File: config.mk
export PLATFORM = sky130hd
export DESIGN_NAME = int_literal_scanner_top
export DESIGN_NICKNAME = d
export VERILOG_FILES = /design/src/sv/ils_pkg.sv /design/src/sv/int_literal_scanner_top.sv /design/src/sv/ils_front.sv /design/src/sv/ils_queue.sv /design/src/sv/ils_back.sv
export SDC_FILE = /design/constraint.sdc
export NUM_CORES = 1
export LEC_CHECK = 0
export BUFFER_PORTS_ARGS = -buffer_cell sky130_fd_sc_hd__buf_2
export CORE_ASPECT_RATIO = 0.8
export CORE_MARGIN = 2
export CORE_UTILIZATION = 59
export CTS_CLUSTER_SIZE = 8
export DETAILED_ROUTE_END_ITERATION = 8
export PLACE_DENSITY = 0.76
export SLEW_MARGIN = 40
export SYNTH_ARGS = -nofsm -noshare
export SYNTH_HDL_FRONTEND = slang
export SYNTH_SLANG_ARGS = --single-unit
File: constraint.sdc
create_clock -name clk -period 7.85 [get_ports clk]
set_clock_uncertainty 0.1 [all_clocks]
set_input_delay 0.3925 -clock clk [delete_from_list [all_inputs] [get_ports clk]]
set_output_delay 0.3925 -clock clk [all_outputs]
set_load 0.1 [all_outputs]
File: src/sv/ils_pkg.sv
`timescale 1ns / 1ps
`default_nettype none

package ils_pkg;

  // default width of the scanned value
  localparam int VALUE_BITS_DEF = 31;

  // depth of the queue between front and back
  localparam int QUEUE_DEPTH = 2;

  // result status codes
  localparam logic [1:0] ST_OK       = 2'd0;
  localparam logic [1:0] ST_OVERFLOW = 2'd1;
  localparam logic [1:0] ST_RANGE    = 2'd2;
  localparam logic [1:0] ST_EMPTY    = 2'd3;

  // digit value of a byte that is no hex digit
  localparam logic [4:0] DIGIT_NONE = 5'd16;

  // character codes
  localparam logic [7:0] CH_ZERO   = 8'h30;
  localparam logic [7:0] CH_NINE   = 8'h39;
  localparam logic [7:0] CH_LO_A   = 8'h61;
  localparam logic [7:0] CH_LO_F   = 8'h66;
  localparam logic [7:0] CH_UP_A   = 8'h41;
  localparam logic [7:0] CH_UP_F   = 8'h46;
  localparam logic [7:0] CH_LO_X   = 8'h78;
  localparam logic [7:0] CH_UP_X   = 8'h58;

  // classified item as it travels from front to back
  typedef struct packed {
    logic       term;
    logic       is_zero;
    logic       is_x;
    logic [4:0] digit;
  } cls_item_t;

endpackage

`default_nettype wire

File: src/sv/int_literal_scanner_top.sv
`timescale 1ns / 1ps
`default_nettype none

// Integer literal scanner. Send the characters of one literal, one byte per
// item, then an item with terminator set; that item alone yields a result with
// a status (scanned, overflow, digit out of range, empty) and the value, which
// is zero unless the status is scanned. The base follows C rules: 0x or 0X is
// hex, another leading 0 is octal, anything else decimal, a lone 0 is zero.
// The block takes one item per clock while the queue has room: a front stage
// classifies each byte into a two-entry queue, and the back stage does one
// shift-and-add accumulate step per cycle. Results are registered, and a held
// result blocks the back stage only when the next terminator arrives.

module int_literal_scanner_top import ils_pkg::*; #(
  parameter int VALUE_BITS = VALUE_BITS_DEF
) (
  input  wire logic                  clk,
  input  wire logic                  rst,
  input  wire logic                  in_valid,
  output logic                       in_stall,
  input  wire logic [7:0]            char_code,
  input  wire logic                  terminator,
  output logic                       out_valid,
  input  wire logic                  out_stall,
  output logic [1:0]                 status,
  output logic [VALUE_BITS-1:0]      value
);

  cls_item_t front_item;
  cls_item_t head_item;
  logic      q_full;
  logic      head_valid;
  logic      q_pop;

  assign in_stall = q_full;

  // classify incoming bytes
  ils_front u_front (
    .char_code  (char_code),
    .terminator (terminator),
    .item       (front_item)
  );

  // decoupling queue
  ils_queue u_queue (
    .clk        (clk),
    .rst        (rst),
    .push       (in_valid),
    .push_item  (front_item),
    .full       (q_full),
    .head_valid (head_valid),
    .head_item  (head_item),
    .pop        (q_pop)
  );

  // accumulate and report
  ils_back #(
    .VALUE_BITS (VALUE_BITS)
  ) u_back (
    .clk       (clk),
    .rst       (rst),
    .q_valid   (head_valid),
    .q_item    (head_item),
    .q_pop     (q_pop),
    .out_valid (out_valid),
    .out_stall (out_stall),
    .status    (status),
    .value     (value)
  );

endmodule

`default_nettype wire

File: src/sv/ils_front.sv
`timescale 1ns / 1ps
`default_nettype none

module ils_front import ils_pkg::*; (
  input  wire logic [7:0] char_code,
  input  wire logic       terminator,
  output cls_item_t       item
);

  logic [7:0] ofs;
  logic [4:0] digit;

  // digit value, either case for hex letters
  always_comb begin
    ofs   = 8'd0;
    digit = DIGIT_NONE;
    if (char_code >= CH_ZERO && char_code <= CH_NINE) begin
      ofs   = char_code - CH_ZERO;
      digit = ofs[4:0];
    end else if (char_code >= CH_LO_A && char_code <= CH_LO_F) begin
      ofs   = char_code - CH_LO_A + 8'd10;
      digit = ofs[4:0];
    end else if (char_code >= CH_UP_A && char_code <= CH_UP_F) begin
      ofs   = char_code - CH_UP_A + 8'd10;
      digit = ofs[4:0];
    end
  end

  // classification flags
  always_comb begin
    item.term    = terminator;
    item.is_zero = (char_code == CH_ZERO);
    item.is_x    = (char_code == CH_LO_X) || (char_code == CH_UP_X);
    item.digit   = digit;
  end

endmodule

`default_nettype wire

File: src/sv/ils_queue.sv
`timescale 1ns / 1ps
`default_nettype none

module ils_queue import ils_pkg::*; (
  input  wire logic      clk,
  input  wire logic      rst,
  input  wire logic      push,
  input  wire cls_item_t push_item,
  output logic           full,
  output logic           head_valid,
  output cls_item_t      head_item,
  input  wire logic      pop
);

  localparam int PTR_W = (QUEUE_DEPTH > 1) ? $clog2(QUEUE_DEPTH) : 1;
  localparam int CNT_W = $clog2(QUEUE_DEPTH + 1);
  localparam logic [PTR_W-1:0] PTR_LAST = PTR_W'(QUEUE_DEPTH - 1);
  localparam logic [CNT_W-1:0] CNT_FULL = CNT_W'(QUEUE_DEPTH);

  cls_item_t        slots [QUEUE_DEPTH];
  logic [PTR_W-1:0] wr_ptr;
  logic [PTR_W-1:0] rd_ptr;
  logic [CNT_W-1:0] count;
  logic             do_push;
  logic             do_pop;

  assign full       = (count == CNT_FULL);
  assign head_valid = (count != '0);
  assign head_item  = slots[rd_ptr];
  assign do_push    = push && !full;
  assign do_pop     = pop && head_valid;

  // storage, no reset needed
  always_ff @(posedge clk) begin
    if (do_push) begin
      slots[wr_ptr] <= push_item;
    end
  end

  // pointers and fill count
  always_ff @(posedge clk) begin
    if (rst) begin
      wr_ptr <= '0;
      rd_ptr <= '0;
      count  <= '0;
    end else begin
      if (do_push) begin
        wr_ptr <= (wr_ptr == PTR_LAST) ? '0 : wr_ptr + 1'b1;
      end
      if (do_pop) begin
        rd_ptr <= (rd_ptr == PTR_LAST) ? '0 : rd_ptr + 1'b1;
      end
      if (do_push && !do_pop) begin
        count <= count + 1'b1;
      end else if (do_pop && !do_push) begin
        count <= count - 1'b1;
      end
    end
  end

endmodule

`default_nettype wire

File: src/sv/ils_back.sv
`timescale 1ns / 1ps
`default_nettype none

module ils_back import ils_pkg::*; #(
  parameter int VALUE_BITS = VALUE_BITS_DEF
) (
  input  wire logic                  clk,
  input  wire logic                  rst,
  input  wire logic                  q_valid,
  input  wire cls_item_t             q_item,
  output logic                       q_pop,
  output logic                       out_valid,
  input  wire logic                  out_stall,
  output logic [1:0]                 status,
  output logic [VALUE_BITS-1:0]      value
);

  localparam int SUM_W = VALUE_BITS + 5;

  typedef enum logic [1:0] {
    PH_START,
    PH_ZERO,
    PH_HEXPFX,
    PH_DIGITS
  } phase_t;

  typedef enum logic [1:0] {
    RX_DEC,
    RX_OCT,
    RX_HEX
  } radix_t;

  phase_t                phase;
  radix_t                radix_sel;
  logic [VALUE_BITS-1:0] accum;
  logic                  digit_seen;
  logic [1:0]            error_code;
  logic                  error_flag;

  radix_t                eff_radix;
  logic [SUM_W-1:0]      acc_ext;
  logic [SUM_W-1:0]      prod;
  logic [SUM_W-1:0]      sum;
  logic                  ovf;
  logic                  bad_digit;
  logic                  take;
  logic [1:0]            res_status;
  logic [VALUE_BITS-1:0] res_value;

  // a result waits in the output register only on a terminator
  assign q_pop = q_valid && (!q_item.term || !out_valid || !out_stall);

  // base in force for this character
  always_comb begin
    unique case (phase)
      PH_START: eff_radix = RX_DEC;
      PH_ZERO:  eff_radix = RX_OCT;
      default:  eff_radix = radix_sel;
    endcase
  end

  // accum * base + digit as shifts and adds
  always_comb begin
    acc_ext = SUM_W'(accum);
    unique case (eff_radix)
      RX_OCT:  prod = acc_ext << 3;
      RX_HEX:  prod = acc_ext << 4;
      default: prod = (acc_ext << 3) + (acc_ext << 1);
    endcase
    sum = prod + SUM_W'(q_item.digit);
    ovf = (sum[SUM_W-1:VALUE_BITS] != '0);
    unique case (eff_radix)
      RX_OCT:  bad_digit = (q_item.digit >= 5'd8);
      RX_HEX:  bad_digit = (q_item.digit >= 5'd16);
      default: bad_digit = (q_item.digit >= 5'd10);
    endcase
  end

  // does this character go through the digit path
  always_comb begin
    unique case (phase)
      PH_START: take = !q_item.is_zero;
      PH_ZERO:  take = !q_item.is_x;
      default:  take = 1'b1;
    endcase
  end

  // result of a terminator
  always_comb begin
    res_value = '0;
    if (phase == PH_ZERO) begin
      res_status = ST_OK;
    end else if (!digit_seen) begin
      res_status = ST_EMPTY;
    end else if (error_flag) begin
      res_status = error_code;
    end else begin
      res_status = ST_OK;
      res_value  = accum;
    end
  end

  // scan state and output register
  always_ff @(posedge clk) begin
    if (rst) begin
      phase      <= PH_START;
      radix_sel  <= RX_DEC;
      accum      <= '0;
      digit_seen <= 1'b0;
      error_code <= ST_OK;
      error_flag <= 1'b0;
      out_valid  <= 1'b0;
    end else begin
      if (out_valid && !out_stall) begin
        out_valid <= 1'b0;
      end
      if (q_pop) begin
        if (q_item.term) begin
          out_valid  <= 1'b1;
          status     <= res_status;
          value      <= res_value;
          phase      <= PH_START;
          radix_sel  <= RX_DEC;
          accum      <= '0;
          digit_seen <= 1'b0;
          error_code <= ST_OK;
          error_flag <= 1'b0;
        end else begin
          unique case (phase)
            PH_START: begin
              phase <= q_item.is_zero ? PH_ZERO : PH_DIGITS;
            end
            PH_ZERO: begin
              phase     <= q_item.is_x ? PH_HEXPFX : PH_DIGITS;
              radix_sel <= q_item.is_x ? RX_HEX : RX_OCT;
            end
            default: begin
              phase <= PH_DIGITS;
            end
          endcase
          if (take) begin
            digit_seen <= 1'b1;
            if (!error_flag) begin
              if (bad_digit) begin
                error_flag <= 1'b1;
                error_code <= ST_RANGE;
              end else if (ovf) begin
                error_flag <= 1'b1;
                error_code <= ST_OVERFLOW;
              end else begin
                accum <= sum[VALUE_BITS-1:0];
              end
            end
          end
        end
      end
    end
  end

endmodule

`default_nettype wire

**After elaboration in Yosys (flattened, before gate mapping)**

Memories as Yosys holds them, arrays and structs flattened. A register that Yosys moved wholly into a read port is not among the register bits.
Cells that the tools add are included.

- Register bits after elaboration: 77
- Bits in latches: 0
- RAM bits: 16
- ROM bits: 0
- Input bits: 13
- Output and inout port bits: 35
- Memories kept: 1

- Add/subtract/negate cells: 11
- Multipliers: 0
- Divide/modulo/power cells: 0
- Order comparisons: 9
- Eq/ne operators: 10
- Shifts and indexed selects: 0
- Multiplexer cells: 44
- Bitwise gates (word level): 2
- Reduce and logical (&&, ||, !) cells: 33

Memory list:

| name | depth | width | rd ports | clocked after memory_dff | write ports | line | RTL |
|---|---|---|---|---|---|---|---|
| u_queue.slots | 2 | 8 | 1 | 1 | 1 | ils_queue.sv:20 | `cls_item_t slots [QUEUE_DEPTH];` |

Operator list:

| kind | number |
|---|---|
| two-way mux 31 bit | 5 |
| case mux 36 bit (2 select lines) | 1 |
| adder 36 x 5 -> 36 bit | 1 |
| adder 34 x 32 -> 35 bit | 1 |
| two-way mux 2 bit | 14 |
| two-way mux 1 bit | 17 |
| == test 8 x 7 -> 1 bit (second input constant) | 2 |
| greater-or-equal comparator 8 x 7 -> 1 bit (second input constant) | 2 |
| less-or-equal comparator 8 x 7 -> 1 bit (second input constant) | 2 |
| two-way mux 5 bit | 3 |
| adder 5 x 4 -> 5 bit (second input constant) | 2 |
| greater-or-equal comparator 5 x 4 -> 1 bit (second input constant) | 2 |
| subtractor 5 x 1 -> 5 bit (second input constant) | 2 |
| logical AND 1 bit | 9 |
| == test 8 x 6 -> 1 bit (second input constant) | 1 |
| greater-or-equal comparator 8 x 6 -> 1 bit (second input constant) | 1 |
| less-or-equal comparator 8 x 6 -> 1 bit (second input constant) | 1 |
| logical NOT 1 bit | 8 |
| case mux 2 bit (2 select lines) | 2 |
| nonzero test 2 bit | 4 |
| inequality test 2 x 1 -> 1 bit (second input constant) | 3 |
| greater-or-equal comparator 5 bit (second input constant) | 1 |
| AND reduction 5 bit | 1 |
| nonzero test 5 bit | 1 |
| 15 further kinds | 23 |

**Logic depth before layout (Yosys ltp)**

- Word-level depth: 11
- Gate-level depth with buffers: 27
- Depth with buffers taken out: 18

**By module**

From an unflattened synthesis, not the netlist that was laid out.

- Cells, all modules: 925
- Area, all modules: 7,790.0 um2

Modules (own cells, without submodules):

| module | instances | cells an instance | area an instance (um2) | seq. area each (um2) |
|---|---|---|---|---|
| ils_back | 1 | 845 | 6,757.7 | 1,791.7 |
| ils_queue | 1 | 50 | 795.8 | 580.6 |
| ils_front | 1 | 30 | 236.5 | 0.0 |

**Least setup slack after synthesis**

OpenSTA, ideal clock, no wires.

- Kind: reg2reg
- Start: register u_back.phase[1]
- End: register u_back.accum[0]
- Library setup time: 0.134 ns
- Arrival: 5.352 ns
- Required time: 7.616 ns
- Path slack: 2.264 ns
- Cell stages (with the launch flop): 27
- Buffers on the path: 8
- Cells stage by stage: dfxtp_1 nand2b_1 nand2_1 ha_1 buf_2 buf_2 buf_2 buf_2 buf_2 buf_2 buf_1 and2_1 ha_1 inv_1 fa_1 nor2b_1 o21ai_0 nand2b_1 and2_1 nand2_1 nor3_1 nand3_1 and4b_1 mux2i_1 nor3b_2 buf_2 o22ai_1

- Longest elaborated chain between the ends: 10
- Elaborated cells on any way between the ends: 19
- Those cells by class: add/sub: 1; eq/ne: 5; mux: 9; reduce/logical: 4

Ends and longest elaborated chain:

| element | line | RTL |
|---|---|---|
| from (decl) | ils_back.sv:33 | `phase_t phase;` |
| from (signal assigned) | ils_back.sv:131 | `phase <= q_item.is_zero ? PH_ZERO : PH_DIGITS;` |
| from (signal assigned) | ils_back.sv:134 | `phase <= q_item.is_x ? PH_HEXPFX : PH_DIGITS;` |
| == test 2 x 1 -> 1 bit / logical NOT 2 bit (equally long branches) | ils_back.sv:55, ils_back.sv:81 |  |
| case mux 2 bit (2 select lines) | ils_back.sv:55 | `unique case (phase)` |
| == test 2 bit / == test 2 x 1 -> 1 bit (equally long branches) | ils_back.sv:65, ils_back.sv:72 |  |
| case mux 36 bit (2 select lines) | ils_back.sv:65 | `unique case (eff_radix)` |
| adder 36 x 5 -> 36 bit | ils_back.sv:70 | `sum = prod + SUM_W'(q_item.digit);` |
| two-way mux 31 bit | ils_back.sv:147 | `end else if (ovf) begin` |
| two-way mux 31 bit | ils_back.sv:144 | `if (bad_digit) begin` |
| two-way mux 31 bit | ils_back.sv:143 | `if (!error_flag) begin` |
| two-way mux 31 bit | ils_back.sv:141 | `if (take) begin` |
| two-way mux 31 bit | ils_back.sv:118 | `if (q_item.term) begin` |
| to (signal assigned) | ils_back.sv:151 | `accum <= sum[VALUE_BITS-1:0];` |
| to (decl) | ils_back.sv:35 | `logic [VALUE_BITS-1:0] accum;` |

Parallel ways exist; a longest one is shown, timed or not. The select of a mux whose other input is x is not followed.
A chain may end at the register's enable or synchronous reset.

**Worst setup path after layout**

- Start: register u_back.phase[1]
- End: register u_back.accum[30]

Same word-level chain as after synthesis.

==> results by group <==
Clocking
  – Total CTS buffers: 9
  – Clock root cell: clkbuf_16
  – Worst-Skew Late Latency: roughly 0.34 ns
  – Clock sinks: 94
  – Max clock buf depth: 2
  – # hold bufs at CTS: 0
  – Reg clk slew, reported paths: 0.07 ns
  – Post-CTS setup repair buffer count: 0
  – CTS tree: done
  – Post-CTS Resized: 0
  – CTS H-tree depth: 3

Worst setup path
  – CP Class: reg -> reg
  – Crit-path cells: nand2b_1 -> nand2_1 -> ha_2 -> and2_1 -> ha_1 -> inv_1 -> fa_1 -> nor2b_1 -> o21ai_0 -> nand2b_1 -> and2_1 -> nand2_1 -> nor3_1 -> nand3_1 -> and4b_1 -> mux2i_1 -> nand2_2 -> o32ai_1
  – Critical Path RT: approximately 8 ns
  – Worst path arrival time: around 5.7 ns
  – CP Capture Type: flop
  – Type of origin of the critical path: flop
  – CP max stage cell: ha_2
  – Max FO, Critical Path: 39
  – CP max stage delay: around 0.78 ns

STA
  – Setup TNS: 0 ns
  – Min cycle time layout: between 5 and 6 ns
  – Crit share post-route: roughly 70%
  – Hold_ws: 0.145 ns
  – Max-slew violation count: 0
  – Max_slew headroom: a little under half
  – Final setup vio count: 0
  – RSZ-0062 raised after global routing: false
  – Final hold violation count: 0
  – Worst setup margin: between 2 and 2.5 ns
  – Highest clock rate: 0.181 GHz
  – Slew of the pin with the lowest slew margin: 0.789 ns

Synthesis
  – Cells after Synth: 799
  – Adder-cell share of the synthesized area: just under 8%
  – Syn avg cell area: around 8.6 um2
  – Register area share after synthesis: 34.5%
  – Top-count cell post-synth: nand2_1
  – Synth area leader: edfxtp_1
  – Net count after synthesis: about 850
  – Yosys top cell area share: 21.4%
  – Synthesized area: between 6000 and 7000 um2
  – Top_reg_cell synth: edfxtp_1
  – Post-synthesis compound-gate area fraction: between 20 and 30%
  – Synth cell types: 75
  – Post-Synth XOR/XNOR Area: approximately 5.1%
  – Mux share of post-synthesis cell area: 2.42%
  – Register bit total from synthesis: 94
  – Yosys warns: 0
  – Commonest cells in the netlist: nand2_1 (95), a21oi_1 (61), nor2_1 (59)
  – Main combinational cell family by area after synthesis: compound AO/OA/AOI/OAI gates
  – Async SR Flop Fraction: 0%
  – Post-Synth Simple-Gate Area: between 20% and 30%
  – Post-synth EDFFs: between 40 and 50
  – Main area contributors after synthesis: edfxtp_1 (21%), dfxtp_1 (13%), ha_1 (7.3%)

Global route
  – Total congestion overflow: 0
  – Largest net degree at the start of global routing: 40
  – Vias in the first global route: ~6.0k
  – Global-route wire length before repair: 30.0 mm
  – Initial antenna violation count: 0
  – Gr usage total: between 20 and 30%

Place
  – Post-DP HPWL: 13.4 mm
  – IO Port Bufs: 47
  – Final RePlAce weighted congestion: about 0.91
  – Setup WS pre-CTS: between 2 and 2.5 ns

Layout
  – Layout fillers: between 900 and 1k
  – Syn-to-layout area delta: 8.29%
  – Layout cell share with drive strength beyond 1: 11.2%
  – Antenna diode count: 0
  – Final core occ: about two thirds
  – # nets final: 875

Route
  – Drt wl/cell: roughly 19 um
  – Via count: 6393
  – WL final: roughly 18 mm
  – DR DRC count: 0
  – Vias per cell: approximately 6.6
  – Pre-antenna DRT Iters: 5
  – DR iter-0 viols: approximately 530
  – Routed Antenna Nets: 0

Floorplanning
  – DIE AREA: around 13000 um2
  – Ports: 48
  – FP Rows: 35
  – Die height: just over 100 um
  – Die X: ~120 um
  – Initial core utilization: between 60% and 70%
  – Core Footprint: approximately 11000 um2

Status
  – Status: finished, final reports clean

Job
  – Max-Cap Viols: 0

Power
  – P_leak: 2.83 nW
  – PD cells: ~250 nW/um2
  – VDD IR max: roughly 0.00016 V

Worst hold path
  – Hold WC Path Type: in -> reg
[power breakdown]
group | leakage (nW) | total (mW) | internal, mW | switching, mW
sequential | 0.825 | 0.650 | 0.591 | 0.0590
combinational | 1.89 | 0.799 | 0.232 | 0.566
clock | 0.118 | 0.396 | 0.213 | 0.183
total | 2.83 | 1.84 | 1.04 | 0.808
[cell type report]
cell class	instances	area, um2	share of cell area, %
multi-input cells	644	4280	57.4
flip-flops and latches	94	2370	31.8
repair buffers	53	280	3.76
clock buffers	10	229	3.07
well taps	148	185	2.48
inverters	18	67.6	0.906
clock inverters	6	38.8	0.520
[final timing paths]
check                                                   from                       endpoint  slack, ns  depth (start not counted)
worst max-delay path            u_back.phase[1]$_SDFFE_PP0P_  u_back.accum[30]$_SDFFE_PP0P_       2.32                         18
worst min-delay path                              terminator  u_queue.slots[1][7]$_DFFE_PP_       0.15                          1
worst max register to register  u_back.phase[1]$_SDFFE_PP0P_  u_back.accum[30]$_SDFFE_PP0P_       2.32                         18
worst min register to register   u_back.out_valid$_SDFF_PP0_    u_back.out_valid$_SDFF_PP0_       0.41                          2
[cells in the final DEF, fill, tap and decap left out, types with 12 or more instances in the layout]
cell / Yosys / routed
nand2_1: 95 / 94
a21oi_1: 61 / 60
nor2_1: 59 / 59
edfxtp_1: 49 / 49
buf_2: 13 / 47
dfxtp_1: 45 / 45
o21ai_0: 44 / 44
ha_1: 40 / 39
and2_1: 33 / 33
o22ai_1: 28 / 28
xor2_1: 23 / 23
inv_1: 18 / 18
a221oi_1: 18 / 18
xnor2_1: 17 / 17
nand3_1: 15 / 15
a31oi_1: 14 / 14
a21o_1: 13 / 13
nand4_1: 12 / 12
[metrics by stage]
step	area, um2	power (mW)	cells
2_1_floorplan	6880	1.29	799
4_1_cts	7450	1.84	973
6_report	7450	1.84	973
5_1_grt	7450	1.94	973
3_5_place_dp	7180	1.44	957
3_3_place_gp	7180	1.42	957
[per-layer routing]
layer	wire, um	up-vias	track usage, %	share of wire (%)
li1	-	3056	-	-
met1	8350	3050	39.9	46
met2	8430	257	49.1	46
met3	1230	30	4.72	6.7
met4	300	0	8.21	1.6
met5	0	-	0	0
[cell families (layout without fill, tap and decap cells)]
kind of cell	Yosys count	in the layout
and+or+nand+nor	286	286
AOI/OAI and AO/OA	260	260
DFF	94	94
buffers and inverters	61	87
adders and majority gates	42	42
xor gates and xnor gates	40	40
muxes	16	16
[worst max-delay path: cells and delay by family (launching register included)]
kind | cells | cell delay, ns
AO/OA/AOI/OAI | 2 | 0.47
buffers and inverters | 1 | 0.05
flip-flops | 1 | 0.42
AND/OR/NAND/NOR | 11 | 2.57
adder cells (fa/ha/maj) | 3 | 1.34
multiplexers | 1 | 0.46
[registers in the layout, summed over array words and instances (netlist names), named ones only]
name,count
u_back.accum,31
u_back.value,31
u_queue.slots,16
u_back.error_code,2
u_back.phase,2
u_back.radix_sel,2
u_back.status,2
u_queue.count,2
u_back.digit_seen,1
u_back.error_flag,1
u_back.out_valid,1
u_queue.rd_ptr,1
u_queue.wr_ptr,1
(Power assumes the default switching activity.)
